`src/sv/ustc_pkg.sv`:
```
// shared constants, types and tables for the seconds-to-calendar pipeline
`timescale 1ns / 1ps

package ustc_pkg;

  // pipeline depth and stage split between the two datapath modules
  localparam int NumStages  = 7;
  localparam int SplitStage = 3;

  // stream widths
  localparam int InDataW  = 32;
  localparam int OutDataW = 48;

  // first input value that lies at or beyond 2100-01-01
  localparam logic [31:0] LimitSeconds = 32'd4102444800;

  // seconds per day and its reciprocal (dividend pre-shifted by 7, divisor 675)
  localparam logic [16:0] SecsPerDay = 17'd86400;
  localparam logic [25:0] DayRecip   = 26'd50903317;
  localparam int          DayShift   = 35;

  // 1461-day cycles: (4*days+2)/1461
  localparam logic [18:0] YearRecip = 19'd367469;
  localparam int          YearShift = 29;
  localparam logic [10:0] DaysPer4Y = 11'd1461;

  // day of week: (days+4)/7
  localparam logic [16:0] WeekRecip = 17'd74899;
  localparam int          WeekShift = 19;

  // seconds of day split into minutes and hours
  localparam logic [17:0] MinRecip  = 18'd139811;
  localparam int          MinShift  = 23;
  localparam logic [17:0] HourRecip = 18'd149131;
  localparam int          HourShift = 29;

  // month from stretched day of year: (adj*12+6)/367
  localparam logic [13:0] MonRecip = 14'd11429;
  localparam int          MonShift = 22;

  // last zero-based day of year before march in a common year; a leap year adds one
  localparam logic [8:0] FebEnd = 9'd58;

  // per-stage load enables and valid flags
  typedef struct packed {
    logic [NumStages-1:0] en;
    logic [NumStages-1:0] vld;
  } pipe_ctl_t;

  // hand-off between the day split and the field calculation
  typedef struct packed {
    logic [15:0] days;
    logic [16:0] secs;
    logic        oor;
  } day_t;

  // calendar result of one beat
  typedef struct packed {
    logic [5:0] second;
    logic [5:0] minute;
    logic [4:0] hour;
    logic [2:0] weekday;
    logic [7:0] years_since_1900;
    logic [8:0] day_of_year;
    logic [3:0] month;
    logic [4:0] day_of_month;
    logic       out_of_range;
  } cal_t;

  // first stretched day of each month, (m*367+5)/12
  function automatic logic [8:0] month_start(logic [3:0] m);
    logic [8:0] r;
    case (m)
      4'd0:    r = 9'd0;
      4'd1:    r = 9'd31;
      4'd2:    r = 9'd61;
      4'd3:    r = 9'd92;
      4'd4:    r = 9'd122;
      4'd5:    r = 9'd153;
      4'd6:    r = 9'd183;
      4'd7:    r = 9'd214;
      4'd8:    r = 9'd245;
      4'd9:    r = 9'd275;
      4'd10:   r = 9'd306;
      4'd11:   r = 9'd336;
      default: r = 9'd0;
    endcase
    return r;
  endfunction

endpackage

```
`src/sv/ustc_ctrl.sv`:
```
// valid bits and per-stage load enables of the pipeline
`timescale 1ns / 1ps

module ustc_ctrl (
  input  logic               clk_i,
  input  logic               rst_ni,
  input  logic               in_valid_i,
  output logic               in_ready_o,
  output logic               out_valid_o,
  input  logic               out_ready_i,
  output ustc_pkg::pipe_ctl_t ctl_o
);

  logic [ustc_pkg::NumStages-1:0] vld_q, vld_d;
  logic [ustc_pkg::NumStages-1:0] en;

  // a stage loads when it is empty or its content moves on
  always_comb begin
    en[ustc_pkg::NumStages-1] = !vld_q[ustc_pkg::NumStages-1] || out_ready_i;
    for (int k = ustc_pkg::NumStages - 2; k >= 0; k--) begin
      en[k] = !vld_q[k] || en[k+1];
    end
  end

  // valid bits follow the data
  always_comb begin
    vld_d = vld_q;
    if (en[0]) begin
      vld_d[0] = in_valid_i;
    end
    for (int k = 1; k < ustc_pkg::NumStages; k++) begin
      if (en[k]) begin
        vld_d[k] = vld_q[k-1];
      end
    end
  end

  always_ff @(posedge clk_i or negedge rst_ni) begin
    if (!rst_ni) begin
      vld_q <= '0;
    end else begin
      vld_q <= vld_d;
    end
  end

  assign in_ready_o  = en[0];
  assign out_valid_o = vld_q[ustc_pkg::NumStages-1];
  assign ctl_o.en    = en;
  assign ctl_o.vld   = vld_q;

endmodule

```
`src/sv/ustc_day_split.sv`:
```
// stages 1 to 3: split seconds into whole days and seconds of day
`timescale 1ns / 1ps

module ustc_day_split (
  input  logic                clk_i,
  input  logic [31:0]         seconds_i,
  input  ustc_pkg::pipe_ctl_t ctl_i,
  output ustc_pkg::day_t      day_o
);

  logic [50:0] day_prod_q, day_prod_d;
  logic [16:0] t1_lo_q;
  logic        oor1_q;

  logic [15:0] days2_q, days2_d;
  logic [16:0] dsec2_q, dsec2_d;
  logic [16:0] t2_lo_q;
  logic        oor2_q;

  logic [15:0] days3_q;
  logic [16:0] secs3_q, secs3_d;
  logic        oor3_q;

  logic [32:0] dsec_full;

  // stage 1: reciprocal multiply for t / 86400 (t >> 7 divided by 675)
  assign day_prod_d = 51'(seconds_i[31:7]) * 51'(ustc_pkg::DayRecip);

  always_ff @(posedge clk_i) begin
    if (ctl_i.en[0]) begin
      day_prod_q <= day_prod_d;
      t1_lo_q    <= seconds_i[16:0];
      oor1_q     <= (seconds_i >= ustc_pkg::LimitSeconds);
    end
  end

  // stage 2: day count and start second of that day
  assign days2_d   = day_prod_q[ustc_pkg::DayShift +: 16];
  assign dsec_full = 33'(days2_d) * 33'(ustc_pkg::SecsPerDay);
  assign dsec2_d   = dsec_full[16:0];

  always_ff @(posedge clk_i) begin
    if (ctl_i.en[1]) begin
      days2_q <= days2_d;
      dsec2_q <= dsec2_d;
      t2_lo_q <= t1_lo_q;
      oor2_q  <= oor1_q;
    end
  end

  // stage 3: seconds within the day, fits in 17 bits
  assign secs3_d = t2_lo_q - dsec2_q;

  always_ff @(posedge clk_i) begin
    if (ctl_i.en[2]) begin
      days3_q <= days2_q;
      secs3_q <= secs3_d;
      oor3_q  <= oor2_q;
    end
  end

  assign day_o.days = days3_q;
  assign day_o.secs = secs3_q;
  assign day_o.oor  = oor3_q;

endmodule

```
`src/sv/ustc_field_calc.sv`:
```
// stages 4 to 7: time of day, weekday, year, day of year, month and day
`timescale 1ns / 1ps

module ustc_field_calc (
  input  logic                clk_i,
  input  ustc_pkg::day_t      day_i,
  input  ustc_pkg::pipe_ctl_t ctl_i,
  output ustc_pkg::cal_t      cal_o
);

  localparam int S4 = ustc_pkg::SplitStage;
  localparam int S5 = ustc_pkg::SplitStage + 1;
  localparam int S6 = ustc_pkg::SplitStage + 2;
  localparam int S7 = ustc_pkg::SplitStage + 3;

  // stage 4 registers
  logic [36:0] yr_prod_q, yr_prod_d;
  logic [33:0] wd_prod_q, wd_prod_d;
  logic [34:0] min_prod_q, min_prod_d;
  logic [34:0] hr_prod_q, hr_prod_d;
  logic [15:0] days4_q;
  logic [16:0] secs4_q;
  logic        oor4_q;

  // stage 5 registers
  logic [5:0]  sec5_q, sec5_d;
  logic [5:0]  min5_q, min5_d;
  logic [4:0]  hour5_q, hour5_d;
  logic [2:0]  wday5_q, wday5_d;
  logic [7:0]  y1900_5_q, y1900_5_d;
  logic [8:0]  yday5_q, yday5_d;
  logic        leap5_q, leap5_d;
  logic        oor5_q;

  // stage 6 registers
  logic [8:0]  adj6_q, adj6_d;
  logic [26:0] mon_prod_q, mon_prod_d;
  logic [5:0]  sec6_q;
  logic [5:0]  min6_q;
  logic [4:0]  hour6_q;
  logic [2:0]  wday6_q;
  logic [7:0]  y1900_6_q;
  logic [8:0]  yday6_q;
  logic        oor6_q;

  // stage 7 output register
  ustc_pkg::cal_t cal_q, cal_d;

  // stage 5 intermediates
  logic [7:0]  yr5;
  logic [14:0] wq5;
  logic [11:0] mins5;
  logic [16:0] d4_5;
  logic [17:0] wq7_5;
  logic [17:0] mins60_5;
  logic [11:0] hour60_5;
  logic [18:0] ystart_5;

  // stage 6 intermediates
  logic [8:0]  fold6;
  logic [12:0] mon_x6;

  // stage 7 intermediates
  logic [3:0]  mon7;
  logic [8:0]  mday7;

  // stage 4: reciprocal products for year, weekday, minute and hour
  assign yr_prod_d  = 37'({day_i.days, 2'b10}) * 37'(ustc_pkg::YearRecip);
  assign wd_prod_d  = 34'(17'(day_i.days) + 17'd4) * 34'(ustc_pkg::WeekRecip);
  assign min_prod_d = 35'(day_i.secs) * 35'(ustc_pkg::MinRecip);
  assign hr_prod_d  = 35'(day_i.secs) * 35'(ustc_pkg::HourRecip);

  always_ff @(posedge clk_i) begin
    if (ctl_i.en[S4]) begin
      yr_prod_q  <= yr_prod_d;
      wd_prod_q  <= wd_prod_d;
      min_prod_q <= min_prod_d;
      hr_prod_q  <= hr_prod_d;
      days4_q    <= day_i.days;
      secs4_q    <= day_i.secs;
      oor4_q     <= day_i.oor;
    end
  end

  // stage 5: quotients, remainders and start of year
  assign yr5      = yr_prod_q[ustc_pkg::YearShift +: 8];
  assign wq5      = wd_prod_q[ustc_pkg::WeekShift +: 15];
  assign mins5    = min_prod_q[ustc_pkg::MinShift +: 12];
  assign hour5_d  = hr_prod_q[ustc_pkg::HourShift +: 5];
  assign d4_5     = 17'(days4_q) + 17'd4;
  assign wq7_5    = 18'(wq5) * 18'd7;
  assign mins60_5 = 18'(mins5) * 18'd60;
  assign hour60_5 = 12'(hour5_d) * 12'd60;
  assign ystart_5 = (19'(yr5) * 19'(ustc_pkg::DaysPer4Y) + 19'd1) >> 2;

  assign sec5_d    = secs4_q[5:0] - mins60_5[5:0];
  assign min5_d    = mins5[5:0] - hour60_5[5:0];
  assign wday5_d   = d4_5[2:0] - wq7_5[2:0];
  assign y1900_5_d = yr5 + 8'd70;
  assign leap5_d   = (y1900_5_d[1:0] == 2'b00);
  assign yday5_d   = days4_q[8:0] - ystart_5[8:0];

  always_ff @(posedge clk_i) begin
    if (ctl_i.en[S5]) begin
      sec5_q    <= sec5_d;
      min5_q    <= min5_d;
      hour5_q   <= hour5_d;
      wday5_q   <= wday5_d;
      y1900_5_q <= y1900_5_d;
      yday5_q   <= yday5_d;
      leap5_q   <= leap5_d;
      oor5_q    <= oor4_q;
    end
  end

  // stage 6: stretch february to 30 days, then month product
  assign fold6 = ustc_pkg::FebEnd + 9'(leap5_q);

  always_comb begin
    adj6_d = yday5_q;
    if (yday5_q > fold6) begin
      adj6_d = yday5_q + (leap5_q ? 9'd1 : 9'd2);
    end
  end

  assign mon_x6     = 13'(adj6_d) * 13'd12 + 13'd6;
  assign mon_prod_d = 27'(mon_x6) * 27'(ustc_pkg::MonRecip);

  always_ff @(posedge clk_i) begin
    if (ctl_i.en[S6]) begin
      adj6_q     <= adj6_d;
      mon_prod_q <= mon_prod_d;
      sec6_q     <= sec5_q;
      min6_q     <= min5_q;
      hour6_q    <= hour5_q;
      wday6_q    <= wday5_q;
      y1900_6_q  <= y1900_5_q;
      yday6_q    <= yday5_q;
      oor6_q     <= oor5_q;
    end
  end

  // stage 7: month, day of month and range blanking
  assign mon7  = mon_prod_q[ustc_pkg::MonShift +: 4];
  assign mday7 = adj6_q + 9'd1 - ustc_pkg::month_start(mon7);

  always_comb begin
    cal_d = '0;
    if (oor6_q) begin
      cal_d.out_of_range = 1'b1;
    end else begin
      cal_d.second           = sec6_q;
      cal_d.minute           = min6_q;
      cal_d.hour             = hour6_q;
      cal_d.weekday          = wday6_q;
      cal_d.years_since_1900 = y1900_6_q;
      cal_d.day_of_year      = yday6_q;
      cal_d.month            = mon7;
      cal_d.day_of_month     = mday7[4:0];
    end
  end

  always_ff @(posedge clk_i) begin
    if (ctl_i.en[S7]) begin
      cal_q <= cal_d;
    end
  end

  assign cal_o = cal_q;

endmodule

```
`src/sv/unix_seconds_to_calendar_top.sv`:
```
// Converts a 32-bit count of seconds since 1970-01-01 00:00:00 UTC into
// a UTC calendar date and time of day. Every fourth year counts as a leap
// year, which is exact through 2099; inputs at or past 2100-01-01 come out
// with the out_of_range flag in tuser set and every tdata field zero. The
// block needs no configuration and holds no state beyond its pipeline
// registers. It is a seven-stage pipeline: one beat is accepted per clock
// while no stage stalls, and each result passes the stage 1 to 7 registers
// in order. Every division is by a constant and runs as a reciprocal
// multiply of at most 26 by 25 bits, one multiplier deep per stage, which
// sets the stage depth. Backpressure from the master side stalls only the
// full stages, so bubbles are squeezed out and nothing is dropped or repeated.
`timescale 1ns / 1ps

module unix_seconds_to_calendar_top (
  input  logic        clk_i,
  input  logic        rst_ni,
  input  logic        s_axis_tvalid,
  output logic        s_axis_tready,
  input  logic [31:0] s_axis_tdata,   // [31:0] unix_seconds
  output logic        m_axis_tvalid,
  input  logic        m_axis_tready,
  // [5:0] second, [11:6] minute, [16:12] hour, [19:17] weekday,
  // [27:20] years_since_1900, [36:28] day_of_year, [40:37] month,
  // [45:41] day_of_month, [47:46] zero
  output logic [47:0] m_axis_tdata,
  output logic        m_axis_tuser    // [0] out_of_range
);

  ustc_pkg::pipe_ctl_t ctl;
  ustc_pkg::day_t      day;
  ustc_pkg::cal_t      cal;

  // handshake and stage enables
  ustc_ctrl u_ctrl (
    .clk_i       (clk_i),
    .rst_ni      (rst_ni),
    .in_valid_i  (s_axis_tvalid),
    .in_ready_o  (s_axis_tready),
    .out_valid_o (m_axis_tvalid),
    .out_ready_i (m_axis_tready),
    .ctl_o       (ctl)
  );

  // days and seconds of day
  ustc_day_split u_day_split (
    .clk_i     (clk_i),
    .seconds_i (s_axis_tdata),
    .ctl_i     (ctl),
    .day_o     (day)
  );

  // calendar fields
  ustc_field_calc u_field_calc (
    .clk_i (clk_i),
    .day_i (day),
    .ctl_i (ctl),
    .cal_o (cal)
  );

  // output beat packing
  assign m_axis_tdata = {2'b00, cal.day_of_month, cal.month, cal.day_of_year,
                         cal.years_since_1900, cal.weekday, cal.hour,
                         cal.minute, cal.second};
  assign m_axis_tuser = cal.out_of_range;

endmodule
```
`config.mk`:
```
export PLATFORM = sky130hd
export DESIGN_NAME = unix_seconds_to_calendar_top
export DESIGN_NICKNAME = d
export VERILOG_FILES = /design/src/sv/ustc_pkg.sv /design/src/sv/ustc_ctrl.sv /design/src/sv/ustc_day_split.sv /design/src/sv/ustc_field_calc.sv /design/src/sv/unix_seconds_to_calendar_top.sv
export SDC_FILE = /design/constraint.sdc
export NUM_CORES = 2
export LEC_CHECK = 0
export ABC_AREA = 0
export BUFFER_PORTS_ARGS = -buffer_cell sky130_fd_sc_hd__buf_2
export CAP_MARGIN = 20
export CELL_PAD_IN_SITES_DETAIL_PLACEMENT = 0
export CELL_PAD_IN_SITES_GLOBAL_PLACEMENT = 2
export CORE_MARGIN = 4
export CORE_UTILIZATION = 30
export DETAILED_ROUTE_END_ITERATION = 12
export PLACE_DENSITY_LB_ADDON = 0.1
export SLEW_MARGIN = 30
export SYNTH_ARGS = -nofsm -noshare
export SYNTH_HDL_FRONTEND = slang
export SYNTH_SLANG_ARGS = --single-unit
```
`constraint.sdc`:
```
create_clock -name clk_i -period 8.6 [get_ports clk_i]
set_clock_uncertainty 0.15 [all_clocks]
set_input_delay 0.43 -clock clk_i [delete_from_list [all_inputs] [get_ports clk_i]]
set_output_delay 0.43 -clock clk_i [all_outputs]
set_load 0.02 [all_outputs]
```
==> impl_summary.md <==
Timing
The hold violation total from the final report is 0. Setup violations remaining at the end of the flow were counted as 5. Timing would allow up to 115 MHz.

In the finished design, the share of the clock period the worst path needs comes to 1.01. The final max-slew violation count is 0. The routed design could run at a clock period as short as 8690 ps. Setup repair after global routing could not meet its margin everywhere. The least setup slack across all paths after layout is -91.9 ps.

The sum of negative setup slack is -336 ps. The actual transition at the worst max-transition pin is 885 ps. Measured against its own limit, the worst slew margin works out to 0.408.

Global route
Entering global routing, the biggest net connects 54 pins. The global-route usage over all layers is 0.141. For this run the aggregate overflow at the end of global routing stands at 0. The global-route wire length before repair is 148000 µm. The initial antenna violation count is 5.

The via count of the first global-routing pass was 26019.

Clock tree
The clock latency on the worst-skew pair is 540 ps. In this run the number of H-tree levels came out at 2. The library cell used as clock root buffer is sky130_fd_sc_hd__clkbuf_16. For this design, the sink count on the clock tree is 294. After clock tree synthesis, the clock-pin slew on the worst setup and hold paths is 60 ps. The CTS tree is done. The number of clock buffers added by TritonCTS is 37. No sink is reached through more buffers than the 3 on the longest clock path.

Worst setup path
The required time of the critical path is 8920 ps. In this design, the critical path's most frequently occurring cell is sky130_fd_sc_hd__inv_2. On the critical path, the stage with the largest delay is an instance of sky130_fd_sc_hd__fa_1. In this run the worst path has a maximum fanout of 3. The start-to-end type of the worst setup path is flip-flop to flip-flop. The sort of element at the start of the critical path is a flip-flop. In this design, the stage delay of the slowest critical-path cell is 540 ps. The worst path arrival time is 9010 ps. The kind of end point of the critical path is a flip-flop.

Floorplan
The die extent in y is 366 µm. In this run the core area contains 131 standard-cell rows. The full die area is 134000 µm².

The core box area is 127000 µm². 87 I/O pins were placed. For this configuration, the core starts out at a cell density of 0.302.

The die is 366 µm wide.

Route
In the routed design, unresolved DRC markers number 0. The routed wire length is 91800 µm. In this run the remaining antenna-violating nets after routing total 0. The first-pass detailed-route iteration total is 4.

The vias per cell is 4.38. The routed layout has 22993 vias. In this run, the number of DRC markers left after iteration 0 of detailed routing was 715.

Dividing the detail-routed wire length by the instance count gives 17.5 µm.

Synth
The top cell type's share of synthesized area is 0.295. For this run, the register share of the synthesized area comes to 0.228. In this run, distinct cell masters in the synthesized netlist total 73.

sky130_fd_sc_hd__ha_1 takes more of the synthesized area than any other cell. After synthesis, the largest family of logic cells by area is adder cells. The count of flip-flops with a built-in enable after synthesis is 282.

The fraction of registers with async set/reset is 0.0238. The multiplexer fraction of the synthesized cell area is 0.00274. The synthesized design contains 294 register bits. The most numerous cell in the Yosys netlist is sky130_fd_sc_hd__ha_1.

Of the total synthesized cell area, the portion taken by AND, OR, NAND and NOR gates is 0.0405. The most used flip-flop cell after synthesis is sky130_fd_sc_hd__edfxtp_1. Of the total synthesized cell area, the portion taken by XOR and XNOR cells is 0.0384.

The share of the synthesized area in compound gates (AO/OA/AOI/OAI) is 0.0522. The number of warnings printed during yosys synthesis is 0. The mean post-synth cell area is 11.5 µm². The commonest cells after synthesis are sky130_fd_sc_hd__ha_1, sky130_fd_sc_hd__inv_1, sky130_fd_sc_hd__fa_1.

The count of mapped cells out of synthesis is 3337. The fraction of the mapped netlist area in adder cells is 0.553. The cell area after technology mapping is 38400 µm². By area the synthesized netlist is led by sky130_fd_sc_hd__ha_1, sky130_fd_sc_hd__fa_1, sky130_fd_sc_hd__edfxtp_1.

Worst hold path
The worst hold path belongs to the class input pin to flip-flop.

Run status
The flow ran to the end, but the final reports show violations. The checks that failed: setup timing.

Placement
Once placement finished, the instance area stood at 41600 µm². The pre-CTS setup slack is -654 ps. During placement, the flow inserted port buffers numbering 84.

The total half-perimeter wirelength after legalization and detailed placement is 79400 µm. At the end of routability-driven placement, the weighted congestion stood at 0.836.

Cells and area
Once layout is done, the placed cells without fillers occupy 43500 µm². In the final layout, the share of cells above drive strength 1 is 0.0994. The total number of nets in the final design is 5003.

Relative to the synthesized area, the layout overhead comes to 13.3%.

Flow run
Max-cap violations in this run came to 0.
state kept, by name (all words and copies together), names as in the netlist, 7 cells and up, named ones only:
signal,flops
u_ctrl.vld_q,7
u_day_split.day_prod_q,16
u_day_split.days2_q,16
u_day_split.days3_q,16
u_day_split.dsec2_q,9
u_day_split.secs3_q,17
u_day_split.t1_lo_q,17
u_day_split.t2_lo_q,17
u_field_calc.cal_o,47
u_field_calc.days4_q,9
u_field_calc.y1900_5_q,8
u_field_calc.y1900_6_q,8
u_field_calc.yday5_q,9
u_field_calc.yday6_q,9
u_field_calc.yr_prod_q,8
layer usage:
metal,up-vias,GRT usage,part of all wire,wire length [µm]
met5,-,0,0,0
met4,0,0.0239,0.016,1480
met3,73,0.0130,0.021,1900
met2,183,0.243,0.49,44900
met1,11360,0.194,0.47,43500
li1,11377,-,-,-
layout make-up:
type	instances	area (µm²)
antenna	1	2.50
clock buffer	43	988
clock inverter	22	253
fill	12708	83800
inverter	859	3230
multi-input combinational	2177	26900
sequential	294	8740
tap	1662	2080
timing repair buffer	197	1300
final timing paths:
| kind | end | cells past startpoint | start | slack, ps |
|---|---|---|---|---|
| max in group asynchronous | u_ctrl.vld_q[0]$_DFFE_PN0P_ | 2 | rst_ni | 7920 |
| min in group asynchronous | u_ctrl.vld_q[4]$_DFFE_PN0P_ | 2 | rst_ni | 160 |
| hold reg to reg | u_day_split.t2_lo_q[13]$_DFFE_PP_ | 0 | u_day_split.t1_lo_q[13]$_DFFE_PP_ | 260 |
| setup / recovery | flip-flop | 38 | u_field_calc.yday5_q[0]$_DFFE_PP_ | -90 |
| hold / removal | u_ctrl.vld_q[0]$_DFFE_PN0P_ | 2 | s_axis_tvalid | 70 |
| setup reg to reg | flip-flop | 38 | u_field_calc.yday5_q[0]$_DFFE_PP_ | -90 |
placed cells by master (no fill, tap or decap), types with 20 or more instances in the layout:
cell	synthesis	layout
sky130_fd_sc_hd__xor2_1	50	48
sky130_fd_sc_hd__edfxtp_1	282	282
sky130_fd_sc_hd__o21ai_0	48	44
sky130_fd_sc_hd__a21o_1	57	57
sky130_fd_sc_hd__clkbuf_16	0	37
sky130_fd_sc_hd__ha_1	906	894
sky130_fd_sc_hd__nor2b_1	58	57
sky130_fd_sc_hd__buf_4	2	102
sky130_fd_sc_hd__a21oi_1	97	90
sky130_fd_sc_hd__buf_2	1	84
sky130_fd_sc_hd__nand4_1	20	20
sky130_fd_sc_hd__fa_1	495	491
sky130_fd_sc_hd__inv_1	856	838
sky130_fd_sc_hd__nand3_1	24	22
sky130_fd_sc_hd__xnor2_1	112	106
sky130_fd_sc_hd__nor2_1	72	69
sky130_fd_sc_hd__nand2_1	45	40
cell families (layout without fill, tap and decap cells):
logic type,count (synthesis),after routing
adder cells (fa/ha/maj),1402,1402
buffers and inverters,867,1121
AO/OA/AOI/OAI,306,306
flip-flops,294,294
AND/OR/NAND/NOR,292,292
XOR/XNOR,165,165
multiplexers,10,10
other,1,3
critical path: cells and delay by family (launching register included):
kind / cells / cell delay [ps]
DFF: 1 / 450
adders and majority gates: 9 / 3290
muxes: 2 / 580
xor gates and xnor gates: 3 / 480
and+or+nand+nor: 8 / 1480
buffers and inverters: 11 / 1000
AOI/OAI and AO/OA: 5 / 1210
per-stage QoR:
| step | hold slack (ps) | std cells | util |
|---|---|---|---|
| after global placement | 160 | 5167 | 0.327 |
| after CTS | 32.2 | 5250 | 0.339 |
| final | 67.0 | 5255 | 0.342 |
| after detailed placement | 169 | 5167 | 0.327 |
| after floorplan | -15.6 | 3338 | - |
| after global routing | 51.5 | 5254 | 0.342 |
timing repair:
item	4_1_cts	5_1_grt
hold buffers	8	0
buffers inserted	10	4
pin swaps	35	30
endpoints found under the hold margin	14	0
gates resized for setup	39	54
setup endpoints to repair	7	7
Power is not shown: default switching activity piles up to over one toggle a cycle in this logic, so the estimate is an artifact.
